**config.mk**
```make
export PLATFORM = sky130hd
export DESIGN_NAME = microwire_eeprom_master_unit
export DESIGN_NICKNAME = d
export VERILOG_FILES = /design/src/hw/rtl/mwem_pkg.sv /design/src/hw/rtl/microwire_eeprom_master_unit.sv
export SDC_FILE = /design/constraint.sdc
export NUM_CORES = 1
export LEC_CHECK = 0
export BUFFER_PORTS_ARGS = -buffer_cell sky130_fd_sc_hd__buf_2
export CAP_MARGIN = 20
export CORE_ASPECT_RATIO = 1.2
export CORE_MARGIN = 1.5
export CORE_UTILIZATION = 30
export CTS_BUF_LIST = sky130_fd_sc_hd__clkbuf_16
export CTS_CLUSTER_SIZE = 40
export DETAILED_ROUTE_END_ITERATION = 6
export HOLD_SLACK_MARGIN = 0.06
export REMOVE_ABC_BUFFERS = 1
export SLEW_MARGIN = 10
export SYNTH_ARGS = -nofsm -noshare
export SYNTH_HDL_FRONTEND = slang
export SYNTH_SLANG_ARGS = --single-unit
export TNS_END_PERCENT = 100
```
**constraint.sdc**
```tcl
create_clock -name clk -period 27 [get_ports clk]
set_clock_uncertainty 0.1 [all_clocks]
set_input_delay 5.4 -clock clk [delete_from_list [all_inputs] [get_ports clk]]
set_output_delay 5.4 -clock clk [all_outputs]
set_load 0.02 [all_outputs]
```
**src/hw/rtl/mwem_pkg.sv**
```systemverilog
// Package for the Microwire EEPROM master: sequence steps, opcodes and frame constants.
// No dependencies.
package mwem_pkg;

  localparam int unsigned WORDS = 64;

  typedef enum logic [2:0] {
    ST_IDLE   = 3'd0,
    ST_PRE    = 3'd1,
    ST_EWEN   = 3'd2,
    ST_WRITE  = 3'd3,
    ST_EWDS   = 3'd4,
    ST_VERIFY = 3'd5,
    ST_SUM    = 3'd6,
    ST_CHECK  = 3'd7
  } step_t;

  localparam logic [2:0] OP_TICK  = 3'd0;
  localparam logic [2:0] OP_RDW   = 3'd1;
  localparam logic [2:0] OP_WRW   = 3'd2;
  localparam logic [2:0] OP_RDB   = 3'd3;
  localparam logic [2:0] OP_WRB   = 3'd4;
  localparam logic [2:0] OP_CSUM  = 3'd5;

  localparam logic [1:0] STAT_OK     = 2'd0;
  localparam logic [1:0] STAT_RANGE  = 2'd1;
  localparam logic [1:0] STAT_VERIFY = 2'd2;
  localparam logic [1:0] STAT_CSUM   = 2'd3;

  localparam logic [15:0] TARGET_RST = 16'hBABA;
  localparam logic [7:0]  LAST_WORD  = 8'(WORDS - 1);
  localparam logic [7:0]  LAST_SUM   = 8'(WORDS - 2);

  localparam logic [2:0] CFG_TARGET = 3'd0;

  // Frame image for a step, cut to 28 bits.
  function automatic logic [27:0] frame_f(step_t st, logic [7:0] waddr,
                                          logic [7:0] widx, logic [15:0] word);
    logic [31:0] f;
    case (st)
      ST_EWEN:  f = (32'd4 << 22) | (32'd48 << 16);
      ST_WRITE: f = (32'd5 << 22) | ({24'd0, waddr} << 16) | {16'd0, word};
      ST_EWDS:  f = 32'd4 << 22;
      ST_SUM, ST_CHECK: f = (32'd6 << 22) | ({24'd0, widx} << 16);
      default:  f = (32'd6 << 22) | ({24'd0, waddr} << 16);
    endcase
    return f[27:0];
  endfunction

endpackage

```
**src/hw/rtl/microwire_eeprom_master_unit.sv**
```systemverilog
// Top level of the Microwire EEPROM master: sequencer, pin framing, result register.
// Depends on mwem_pkg.
//
// Each accepted input beat is one pin tick: the block drives CS, SK and DI for that tick
// and returns one result beat carrying the pin levels, busy/done, read data and status.
// A beat is processed by the combinational sequencer logic that sits between the state
// registers and the result register, so a new beat is accepted on every cycle while the
// result register is empty or being drained; throughput is one beat per clock. Commands
// (op 1..5) are taken only while idle and ignored while a sequence runs. Each transfer is
// a start tick (CS, SK high), two ticks per frame bit, then CS-only and a release tick.
// Reads use 26-bit frames, EWEN/WRITE/EWDS use 28-bit frames. The checksum target is an
// APB register at address 0 (reset 0xBABA); write it only while no command runs.
module microwire_eeprom_master_unit (
  input  logic        clk,
  input  logic        rst_n,
  input  logic        in_valid,
  output logic        in_ready,
  input  logic [2:0]  in_op,
  input  logic [7:0]  in_address,
  input  logic [15:0] in_write_data,
  input  logic        in_serial_data_out,
  output logic        out_valid,
  input  logic        out_ready,
  output logic        out_chip_select,
  output logic        out_shift_clock,
  output logic        out_serial_data_in,
  output logic        out_busy_res,
  output logic        out_done_res,
  output logic [15:0] out_read_data,
  output logic [1:0]  out_status,
  input  logic        cfg_psel,
  input  logic        cfg_penable,
  input  logic        cfg_pwrite,
  input  logic [1:0]  cfg_paddr,
  input  logic [31:0] cfg_pwdata,
  output logic [31:0] cfg_prdata,
  output logic        cfg_pready
);

  // state registers
  mwem_pkg::step_t step_r, step_nxt;
  logic [2:0]  cmd_r, cmd_nxt;
  logic [5:0]  phase_r, phase_nxt;
  logic [27:0] tx_r, tx_nxt;
  logic [15:0] rx_r, rx_nxt;
  logic [7:0]  widx_r, widx_nxt;
  logic [7:0]  addr_r, addr_nxt;
  logic [15:0] word_r, word_nxt;
  logic [15:0] sum_r, sum_nxt;
  logic [15:0] target_r;

  // result register
  logic        ov_r;
  logic        cs_r, sk_r, di_r, busy_r, done_r;
  logic [15:0] rd_r;
  logic [1:0]  st_r;
  logic        cs_n, sk_n, di_n, busy_n, done_n;
  logic [15:0] rd_n;
  logic [1:0]  st_n;

  logic        take;

  assign in_ready = !ov_r || out_ready;
  assign take     = in_valid && in_ready;

  assign cfg_pready = 1'b1;
  assign cfg_prdata = (cfg_paddr == {mwem_pkg::CFG_TARGET[1:0]}) ? {16'd0, target_r} : 32'd0;

  always_ff @(posedge clk) begin
    if (!rst_n) begin
      target_r <= mwem_pkg::TARGET_RST;
    end else if (cfg_psel && cfg_penable && cfg_pwrite
                 && cfg_paddr == mwem_pkg::CFG_TARGET[1:0]) begin
      target_r <= cfg_pwdata[15:0];
    end
  end

  // Sequencer: one tick of the model per accepted beat.
  always_comb begin
    mwem_pkg::step_t st0;
    logic [2:0]  cmd0;
    logic [5:0]  t;
    logic [27:0] tx0;
    logic [15:0] rx0;
    logic [7:0]  widx0, addr0, waddr, woff;
    logic [15:0] word0, sum0, w;
    logic [5:0]  nb2;
    logic [4:0]  pos;
    logic        start, abort, fin;
    mwem_pkg::step_t ld;
    logic        do_ld;

    step_nxt = step_r; cmd_nxt = cmd_r; phase_nxt = phase_r; tx_nxt = tx_r;
    rx_nxt = rx_r; widx_nxt = widx_r; addr_nxt = addr_r; word_nxt = word_r;
    sum_nxt = sum_r;
    cs_n = 1'b0; sk_n = 1'b0; di_n = 1'b0; busy_n = 1'b0; done_n = 1'b0;
    rd_n = 16'd0; st_n = mwem_pkg::STAT_OK;

    st0 = step_r; cmd0 = cmd_r; t = phase_r; tx0 = tx_r; rx0 = rx_r;
    widx0 = widx_r; addr0 = addr_r; word0 = word_r; sum0 = sum_r;
    start = 1'b0; abort = 1'b0;
    woff = (in_op == mwem_pkg::OP_RDB || in_op == mwem_pkg::OP_WRB)
           ? {1'b0, in_address[7:1]} : in_address;
    ld = mwem_pkg::ST_IDLE; do_ld = 1'b0;
    waddr = 8'd0; nb2 = 6'd0; pos = 5'd0; fin = 1'b0; w = 16'd0;

    if (step_r == mwem_pkg::ST_IDLE) begin
      if (in_op >= mwem_pkg::OP_RDW && in_op <= mwem_pkg::OP_CSUM) begin
        if (in_op != mwem_pkg::OP_CSUM && woff > mwem_pkg::LAST_WORD) begin
          abort = 1'b1;
        end else begin
          start = 1'b1;
          cmd0 = in_op; addr0 = in_address; t = 6'd0; rx0 = 16'd0;
          case (in_op)
            mwem_pkg::OP_WRW: begin
              word0 = in_write_data; st0 = mwem_pkg::ST_EWEN;
            end
            mwem_pkg::OP_CSUM: begin
              addr0 = mwem_pkg::LAST_WORD; widx0 = 8'd0; sum0 = 16'd0;
              st0 = mwem_pkg::ST_SUM;
            end
            default: begin
              word0 = (in_op == mwem_pkg::OP_WRB) ? {8'd0, in_write_data[7:0]} : 16'd0;
              st0 = mwem_pkg::ST_PRE;
            end
          endcase
          waddr = (cmd0 == mwem_pkg::OP_RDB || cmd0 == mwem_pkg::OP_WRB)
                  ? {1'b0, addr0[7:1]} : addr0;
          tx0 = mwem_pkg::frame_f(st0, waddr, widx0, word0);
        end
      end
    end

    if (abort) begin
      done_n = 1'b1; st_n = mwem_pkg::STAT_RANGE;
    end else if (start || step_r != mwem_pkg::ST_IDLE) begin
      nb2 = (st0 == mwem_pkg::ST_EWEN || st0 == mwem_pkg::ST_WRITE
             || st0 == mwem_pkg::ST_EWDS) ? 6'd56 : 6'd52;
      if (t >= 6'd3 && t[0] && t <= nb2 + 6'd1) rx0 = {rx0[14:0], in_serial_data_out};
      if (t == 6'd0) begin
        cs_n = 1'b1; sk_n = 1'b1;
      end else if (t <= nb2) begin
        pos = 5'(nb2[5:1] - 6'd1 - 6'((t - 6'd1) >> 1));
        cs_n = 1'b1; sk_n = !t[0]; di_n = tx0[pos];
      end else if (t == nb2 + 6'd1) begin
        cs_n = 1'b1;
      end
      fin = 1'b0;
      w = rx0;
      if (t >= nb2 + 6'd2) begin
        case (st0)
          mwem_pkg::ST_PRE: begin
            if (cmd0 == mwem_pkg::OP_WRB) begin
              word0 = addr0[0] ? {word0[7:0], w[7:0]} : {w[15:8], word0[7:0]};
              ld = mwem_pkg::ST_EWEN; do_ld = 1'b1;
            end else begin
              fin = 1'b1;
              rd_n = (cmd0 == mwem_pkg::OP_RDB)
                     ? (addr0[0] ? {8'd0, w[15:8]} : {8'd0, w[7:0]}) : w;
            end
          end
          mwem_pkg::ST_EWEN:  begin ld = mwem_pkg::ST_WRITE; do_ld = 1'b1; end
          mwem_pkg::ST_WRITE: begin ld = mwem_pkg::ST_EWDS; do_ld = 1'b1; end
          mwem_pkg::ST_EWDS: begin
            do_ld = 1'b1;
            if (cmd0 == mwem_pkg::OP_CSUM) begin
              widx0 = 8'd0; sum0 = 16'd0; ld = mwem_pkg::ST_CHECK;
            end else begin
              ld = mwem_pkg::ST_VERIFY;
            end
          end
          mwem_pkg::ST_VERIFY: begin
            fin = 1'b1; rd_n = w;
            st_n = (w == word0) ? mwem_pkg::STAT_OK : mwem_pkg::STAT_VERIFY;
          end
          mwem_pkg::ST_SUM: begin
            sum0 = sum0 + w; do_ld = 1'b1;
            if (widx0 >= mwem_pkg::LAST_SUM) begin
              word0 = target_r - sum0; ld = mwem_pkg::ST_EWEN;
            end else begin
              widx0 = widx0 + 8'd1; ld = mwem_pkg::ST_SUM;
            end
          end
          default: begin
            sum0 = sum0 + w;
            if (widx0 >= mwem_pkg::LAST_WORD) begin
              fin = 1'b1; rd_n = word0;
              st_n = (sum0 == target_r) ? mwem_pkg::STAT_OK : mwem_pkg::STAT_CSUM;
            end else begin
              widx0 = widx0 + 8'd1; ld = mwem_pkg::ST_CHECK; do_ld = 1'b1;
            end
          end
        endcase
        if (fin) begin
          st0 = mwem_pkg::ST_IDLE; t = 6'd0; done_n = 1'b1;
        end else begin
          busy_n = 1'b1;
        end
        if (do_ld) begin
          waddr = (cmd0 == mwem_pkg::OP_RDB || cmd0 == mwem_pkg::OP_WRB)
                  ? {1'b0, addr0[7:1]} : addr0;
          st0 = ld; tx0 = mwem_pkg::frame_f(ld, waddr, widx0, word0);
          rx0 = 16'd0; t = 6'd0;
        end
      end else begin
        t = t + 6'd1; busy_n = 1'b1;
      end
      if (!done_n) begin
        rd_n = 16'd0; st_n = mwem_pkg::STAT_OK;
      end
      step_nxt = st0; cmd_nxt = cmd0; phase_nxt = t; tx_nxt = tx0; rx_nxt = rx0;
      widx_nxt = widx0; addr_nxt = addr0; word_nxt = word0; sum_nxt = sum0;
    end
  end

  always_ff @(posedge clk) begin
    if (!rst_n) begin
      step_r <= mwem_pkg::ST_IDLE;
      cmd_r <= 3'd0; phase_r <= 6'd0; tx_r <= 28'd0; rx_r <= 16'd0;
      widx_r <= 8'd0; addr_r <= 8'd0; word_r <= 16'd0; sum_r <= 16'd0;
      ov_r <= 1'b0;
    end else begin
      if (take) begin
        step_r <= step_nxt; cmd_r <= cmd_nxt; phase_r <= phase_nxt; tx_r <= tx_nxt;
        rx_r <= rx_nxt; widx_r <= widx_nxt; addr_r <= addr_nxt; word_r <= word_nxt;
        sum_r <= sum_nxt;
        ov_r <= 1'b1;
      end else if (out_ready) begin
        ov_r <= 1'b0;
      end
    end
  end

  // Result payload: load on every accepted beat.
  always_ff @(posedge clk) begin
    if (take) begin
      cs_r <= cs_n; sk_r <= sk_n; di_r <= di_n; busy_r <= busy_n; done_r <= done_n;
      rd_r <= rd_n; st_r <= st_n;
    end
  end

  assign out_valid          = ov_r;
  assign out_chip_select    = cs_r;
  assign out_shift_clock    = sk_r;
  assign out_serial_data_in = di_r;
  assign out_busy_res       = busy_r;
  assign out_done_res       = done_r;
  assign out_read_data      = rd_r;
  assign out_status         = st_r;

endmodule

```
Word-level counts from Yosys, hierarchy flattened
Index checks and enable logic that the tools add are counted.
{ "classes": {"add_sub_neg": 9, "n_lt_le_gt_ge": 10, "n_eq_ne": 27, "n_mux": 132, "bitwise_logic": 7, "n_reduce_logical": 30} }
{ "ops": {"columns": ["cell", "n"], "rows": [
  ["2-to-1 mux 16 bit", 31],
  ["one-hot mux 25 bit (4 select lines)", 2],
  ["2-to-1 mux 8 bit", 20],
  ["2-to-1 mux 28 bit", 5],
  ["one-hot mux 16 bit (2 select lines)", 3],
  ["2-to-1 mux 3 bit", 17],
  ["OR 25 x 16 -> 25 bit", 2],
  ["one-hot mux 16 bit (3 select lines)", 1],
  ["equality test 3 bit, second input constant", 13],
  ["2-to-1 mux 6 bit", 6],
  ["2-to-1 mux 1 bit", 34],
  ["equality test 16 bit", 2],
  ["equality test 3 x 2 -> 1 bit, second input constant", 9],
  ["one-hot mux 8 bit (3 select lines)", 1],
  ["one-hot mux 3 bit (6 select lines)", 1],
  ["adder 16 bit", 1],
  [">= comparator 8 x 6 -> 1 bit, second input constant", 2],
  ["OR reduction 4 bit", 4],
  ["subtractor 16 bit", 1],
  ["less-or-equal comparator 6 bit", 2],
  ["2-to-1 mux 2 bit", 5],
  ["adder 8 x 1 -> 8 bit, second input constant", 1],
  ["greater-than comparator 8 x 6 -> 1 bit, second input constant", 1],
  ["logical AND 1 bit", 8],
  ["30 further kinds", 43]
]} }
{ "totals": {"ff_bits": 144, "input_bits": 69} }

Depth between registers and ports, before layout
{ "depth": {"depth_word": 32, "depth_mapped": 38} }

Least setup slack after synthesis
Ideal clock, no wire load.
{ "synth_path": {"path_type": "input-to-reg", "start": "input in_op[0]", "end": "register word_r[12]", "setup_ns": 0.117, "arrival_time_ns": 12.782, "required_ns": 26.783, "setup_slack_ns": 14.001, "path_stages": 34, "path_buffers": 7, "cell_sequence": "buf_4 -> or2_1 -> o211ai_4 -> a21o_1 -> clkbuf_1 -> clkbuf_1 -> buf_1 -> clkbuf_1 -> and2_1 -> ha_1 -> a21oi_1 -> a21oi_1 -> maj3_2 -> a221oi_2 -> buf_6 -> buf_6 -> nand2_1 -> o21ai_1 -> ha_1 -> inv_1 -> fa_1 -> fa_1 -> a21o_1 -> a21oi_1 -> o21bai_1 -> maj3_1 -> maj3_2 -> maj3_2 -> a21boi_1 -> a2111oi_2 -> nor3b_1 -> xor2_1 -> a211o_1 -> a32o_1"} }
{ "synth_between": {"elab_chain_len": 26} }
{ "synth_rtl": {"columns": ["element", "line", "rtl"], "rows": [
  ["from (decl)", "microwire_eeprom_master_unit.sv:18", "input logic [2:0] in_op,"],
  ["equality test 3 x 2 -> 1 bit, or another cell as far along", "microwire_eeprom_master_unit.sv:102", "woff = (in_op == mwem_pkg::OP_RDB || in_op == mwem_pkg::OP_WRB)"],
  ["logical OR 1 bit / one-hot mux 3 bit (2 select lines) (equally long branches)", "microwire_eeprom_master_unit.sv:102, microwire_eeprom_master_unit.sv:114", null],
  ["2-to-1 mux 8 bit / 2-to-1 mux 3 bit (equally long branches)", "microwire_eeprom_master_unit.sv:103, microwire_eeprom_master_unit.sv:109", null],
  ["greater-than comparator 8 x 6 -> 1 bit / 2-to-1 mux 3 bit (equally long branches)", "microwire_eeprom_master_unit.sv:109, microwire_eeprom_master_unit.sv:108", null],
  ["logical AND 1 bit / 2-to-1 mux 3 bit (equally long branches)", "microwire_eeprom_master_unit.sv:109, microwire_eeprom_master_unit.sv:107", null],
  ["2-to-1 mux 3 bit", "microwire_eeprom_master_unit.sv:109", "if (in_op != mwem_pkg::OP_CSUM && woff > mwem_pkg::LAST_WORD) begin"],
  ["2-to-1 mux 3 bit", "microwire_eeprom_master_unit.sv:108", "if (in_op >= mwem_pkg::OP_RDW && in_op <= mwem_pkg::OP_CSUM) begin"],
  ["2-to-1 mux 3 bit", "microwire_eeprom_master_unit.sv:107", "if (step_r == mwem_pkg::ST_IDLE) begin"],
  ["[... 10 more ...]", null, null],
  ["adder 16 bit", "microwire_eeprom_master_unit.sv:177", "sum0 = sum0 + w; do_ld = 1'b1;"],
  ["subtractor 16 bit", "microwire_eeprom_master_unit.sv:179", "word0 = target_r - sum0; ld = mwem_pkg::ST_EWEN;"],
  ["2-to-1 mux 16 bit", "microwire_eeprom_master_unit.sv:178", "if (widx0 >= mwem_pkg::LAST_SUM) begin"],
  ["one-hot mux 16 bit (2 select lines)", "microwire_eeprom_master_unit.sv:151", "case (st0)"],
  ["2-to-1 mux 16 bit", "microwire_eeprom_master_unit.sv:150", "if (t >= nb2 + 6'd2) begin"],
  ["2-to-1 mux 16 bit", "microwire_eeprom_master_unit.sv:136", "end else if (start || step_r != mwem_pkg::ST_IDLE) begin"],
  ["2-to-1 mux 16 bit", "microwire_eeprom_master_unit.sv:134", "if (abort) begin"],
  ["2-to-1 mux 16 bit", "microwire_eeprom_master_unit.sv:150", null],
  ["to (signal assigned)", "microwire_eeprom_master_unit.sv:225", "rx_r <= rx_nxt; widx_r <= widx_nxt; addr_r <= addr_nxt; word_r <= word_nxt;"],
  ["to (decl)", "microwire_eeprom_master_unit.sv:48", "logic [15:0] word_r, word_nxt;"]
]} }
Parallel ways exist; a longest one is shown, timed or not. The select of a mux whose other input is x is not followed.
A chain may end at the register's enable or synchronous reset.

Worst setup path in the final report
{ "layout_path": {"start": "input in_op[1]", "end": "register st_r[1], in the netlist out_status[1], data pin"} }
{ "layout_between": {"elab_chain_len": 23} }
{ "layout_rtl": {"columns": ["element", "line", "rtl"], "rows": [
  ["equality test 3 x 2 -> 1 bit, or another cell as far along", "microwire_eeprom_master_unit.sv:102", null],
  ["logical OR 1 bit / one-hot mux 3 bit (2 select lines) (equally long branches)", "microwire_eeprom_master_unit.sv:102, microwire_eeprom_master_unit.sv:114", null],
  ["2-to-1 mux 8 bit / 2-to-1 mux 3 bit (equally long branches)", "microwire_eeprom_master_unit.sv:103, microwire_eeprom_master_unit.sv:109", null],
  ["greater-than comparator 8 x 6 -> 1 bit / 2-to-1 mux 3 bit (equally long branches)", "microwire_eeprom_master_unit.sv:109, microwire_eeprom_master_unit.sv:108", null],
  ["logical AND 1 bit / 2-to-1 mux 3 bit (equally long branches)", "microwire_eeprom_master_unit.sv:109, microwire_eeprom_master_unit.sv:107", null],
  ["2-to-1 mux 3 bit", "microwire_eeprom_master_unit.sv:109", null],
  ["2-to-1 mux 3 bit", "microwire_eeprom_master_unit.sv:108", null],
  ["2-to-1 mux 3 bit", "microwire_eeprom_master_unit.sv:107", null],
  ["[... 7 more ...]", null, null],
  ["2-to-1 mux 16 bit", "microwire_eeprom_master_unit.sv:139", "if (t >= 6'd3 && t[0] && t <= nb2 + 6'd1) rx0 = {rx0[14:0], in_serial_data_out};"],
  ["2-to-1 mux 16 bit", "microwire_eeprom_master_unit.sv:136", null],
  ["2-to-1 mux 16 bit", "microwire_eeprom_master_unit.sv:134", null],
  ["adder 16 bit", "microwire_eeprom_master_unit.sv:185", "sum0 = sum0 + w;"],
  ["equality test 16 bit", "microwire_eeprom_master_unit.sv:188", "st_n = (sum0 == target_r) ? mwem_pkg::STAT_OK : mwem_pkg::STAT_CSUM;"],
  ["2-to-1 mux 2 bit", "microwire_eeprom_master_unit.sv:188", null],
  ["2-to-1 mux 2 bit", "microwire_eeprom_master_unit.sv:186", "if (widx0 >= mwem_pkg::LAST_WORD) begin"],
  ["one-hot mux 2 bit (2 select lines)", "microwire_eeprom_master_unit.sv:151", null],
  ["to (signal assigned)", "microwire_eeprom_master_unit.sv:238", "rd_r <= rd_n; st_r <= st_n;"],
  ["to (decl)", "microwire_eeprom_master_unit.sv:56", "logic [1:0] st_r;"]
]} }
Parallel ways exist; a longest one is shown, timed or not. The select of a mux whose other input is x is not followed.

==> metrics.md <==
| Metric | Value |
|---|---|
| Status | `finished clean` |
| Fmax | `slightly above 0.07 GHz` |
| CP max-delay cell | `a21oi_2` |
| Min Clock Period, post-route | `13.76 ns` |
| Gr usage total | `between 10% and 20%` |
| Total CTS buffers | `17` |
| Syn_area_per_cell | `8.01 um2` |
| Fin. max-slew vios | `0` |
| Worst-Skew Late Latency | `0.44 ns` |
| CP startpoint | `in_op[1]` |
| Die height | `between 200 and 250 um` |
| Crit path to | `out_status[1]$_SDFFCE_PP0P_` |
| Power Density | `between 40 and 50 nW/um2` |
| Root Driver | `clkbuf_16` |
| Pwr Total | `0.540 mW` |
| Post-synthesis async set-or-reset flop share | `0%` |
| Required @ worst endpoint | `27.04 ns` |
| Fin. Hold Viols | `0` |
| # IOs | `127` |
| Dpl hpwl | `24500 um` |
| Share of layout cells above drive strength 1 | `14.3%` |
| Hold slack | `around 0.35 ns` |
| Crit path kind | `input port to register` |
| Part of the cycle the worst path needs | `51.0%` |
| Final TNS setup | `0 ns` |
| Worst reg2reg path depth | `33` |
| LEAKAGE | `4.46 nW` |
| Post-CTS Setup Repair Bufs | `0` |
| CTS tree | `built` |
| Routed len/inst | `18.5 um` |
| Die area | `36300 um2` |
| First-pass GRT wire length | `approximately 54000 um` |
| Syn Std Cell Area | `10600 um2` |
| Sequential-to-total area share from yosys stat | `29.5%` |
| Antenna viol nets, final | `0` |
| I/O Buffers | `93` |
| Cts repair resizes | `0` |
| Nets | `between 1000 and 1500` |
| RSZ-0062 raised after global routing | `no` |
| Core area | `34800 um2` |
| R2r startpoint | `step_r[2]$_SDFFE_PN0P_` |
| Drt via density | `5.56` |
| CP Launch Type | `input port` |
| Worst endpoint data arrival time | `13.79 ns` |
| Ranking of synthesized cells by area | `dfxtp_1, edfxtp_1, nand2_1` |
| Worst r2r dst | `out_status[1]$_SDFFCE_PP0P_` |
| Yosys cell types | `93` |
| EDFF count, synth | `23` |
| DR iter-0 viols | `800` |
| Ant diodes | `0` |
| Initial antenna violation count | `0` |
| Top cells by count, synth | `nand2_1, dfxtp_1, a21oi_1, clkbuf_1` |
| Overflow after GRT | `0` |
| Setup Viol. Count Final | `0` |
| # rows | `75` |
| Synth-to-Final Area Change | `13.4%` |
| Leading area contributor after synthesis | `dfxtp_1` |
| Hold-fix buffers, CTS | `0` |
| HP Class | `register to register` |
| DIE WIDTH | `174 um` |
| CP max stage delay | `about 0.44 ns` |
| Crit-path max FO | `21` |
| Worst vdd ir | `0.0458 mV` |
| Critical path capture point type | `register` |
| Vias in the first global route | `a little under 10000` |
| Top FF cell, synth | `dfxtp_1` |
| Max Cap Violations | `0` |
| Largest net degree at the start of global routing | `95` |
| Initial core utilization | `30.3%` |
| CTS H-tree depth | `4` |
| Synth Warn # | `0` |
| CTS Sinks | `144` |
| DR pass1 iterations | `5` |
| Synth top area share | `22.9%` |
| Via count of the routed design | `10272` |
| GP Congestion | `0.899` |
| Slew headroom | `33.1%` |
| Cells after Synth | `1318` |
| Flop2flop setup slack | `18.25 ns` |
| WL final | `34100 um` |
| Most frequent cell after synthesis | `nand2_1` |
| Max Buffers Root-to-Sink | `2` |
| Clock-pin slew on the worst setup and hold paths | `0.06 ns` |
| Worst-margin pin slew | `0.997 ns` |
| DRC Markers | `0` |
| Flops & latches, synth | `144` |
[layout make-up]
class	count	area, um2
Timing Repair Buffer	116	644
Fill cell	3640	22800
Sequential cell	144	3110
Tap cell	462	578
Clock buffer	17	425
Clock inverter	15	130
Inverter	37	139
Multi-Input combinational cell	1055	6950
[how the worst min path moves through the flow]
stage / from / endpoint / slack (ns) / cells past startpoint
floorplan: tx_r[7]$_SDFFE_PN0P_ / tx_r[7]$_SDFFE_PN0P_ / 0.33 / 2
global placement: word_r[6]$_SDFFE_PN0P_ / word_r[6]$_SDFFE_PN0P_ / 0.34 / 2
detailed placement: word_r[4]$_SDFFE_PN0P_ / word_r[4]$_SDFFE_PN0P_ / 0.34 / 2
CTS: word_r[4]$_SDFFE_PN0P_ / word_r[4]$_SDFFE_PN0P_ / 0.35 / 2
global route: tx_r[13]$_SDFFE_PN0P_ / tx_r[13]$_SDFFE_PN0P_ / 0.37 / 2
finish: word_r[4]$_SDFFE_PN0P_ / word_r[4]$_SDFFE_PN0P_ / 0.35 / 2
[critical path, delay by kind of cell]
| kind | cells | cell delay, ns |
|---|---|---|
| AOI/OAI and AO/OA | 15 | 3.55 |
| buffers and inverters | 4 | 0.87 |
| adders and majority gates | 5 | 1.80 |
| xor gates and xnor gates | 1 | 0.09 |
| and+or+nand+nor | 9 | 2.05 |
[metal layers]
layer | vias up | routed length (um) | global-route usage [%] | part of all wire (%)
li1 | 4922 | - | - | -
met1 | 4908 | 15200 | 24.4 | 45
met2 | 388 | 16200 | 31.3 | 47
met3 | 54 | 1950 | 2.74 | 5.7
met4 | 0 | 773 | 6.51 | 2.3
met5 | - | 0 | 0 | 0
[report_power, final]
| part | switching [mW] | internal [mW] | leakage [nW] |
|---|---|---|---|
| clock network | 0.0985 | 0.134 | 0.279 |
| registers | 0.00230 | 0.222 | 1.20 |
| logic | 0.0576 | 0.0259 | 2.97 |
[cells in the final DEF (no fill, tap or decap), drive strengths merged, types with 30 or more instances in the layout]
| cell type | count |
|---|---|
| a21boi | 40 |
| o21ai | 64 |
| nor2b | 54 |
| a21oi | 70 |
| nand2 | 177 |
| nor3 | 41 |
| and2 | 38 |
| buf | 116 |
| dfxtp | 121 |
| ha | 30 |
| nor2 | 74 |
| a22oi | 62 |
| nand3 | 41 |
| inv | 41 |
[cell families after synthesis]
kind of cell,synth area share (%)
buffers and inverters,5.59
xor gates and xnor gates,4.56
adders and majority gates,4.54
and+or+nand+nor,23.8
muxes,4.31
other,0.0711
DFF,29.5
AOI/OAI and AO/OA,27.7
[metrics by stage]
step                utilization (%)  area (um2)  worst slack [ns]  instances
global placement               32.8       11400             13.05       1813
detailed placement             32.8       11400             13.01       1813
global route                   34.4       12000             12.82       1846
CTS                            34.4       12000             13.43       1845
floorplan                         -       10200             13.92       1236
finish                         34.4       12000             13.24       1846
[flip-flops by register name (all words and copies together) (netlist names), 8 cells and up]
register and cells:
rx_r 16, target_r 16, sum_r 16, widx_r 8
word_r 16, addr_r 8, tx_r 28, out_read_data 16
(Power assumes the default switching activity.)
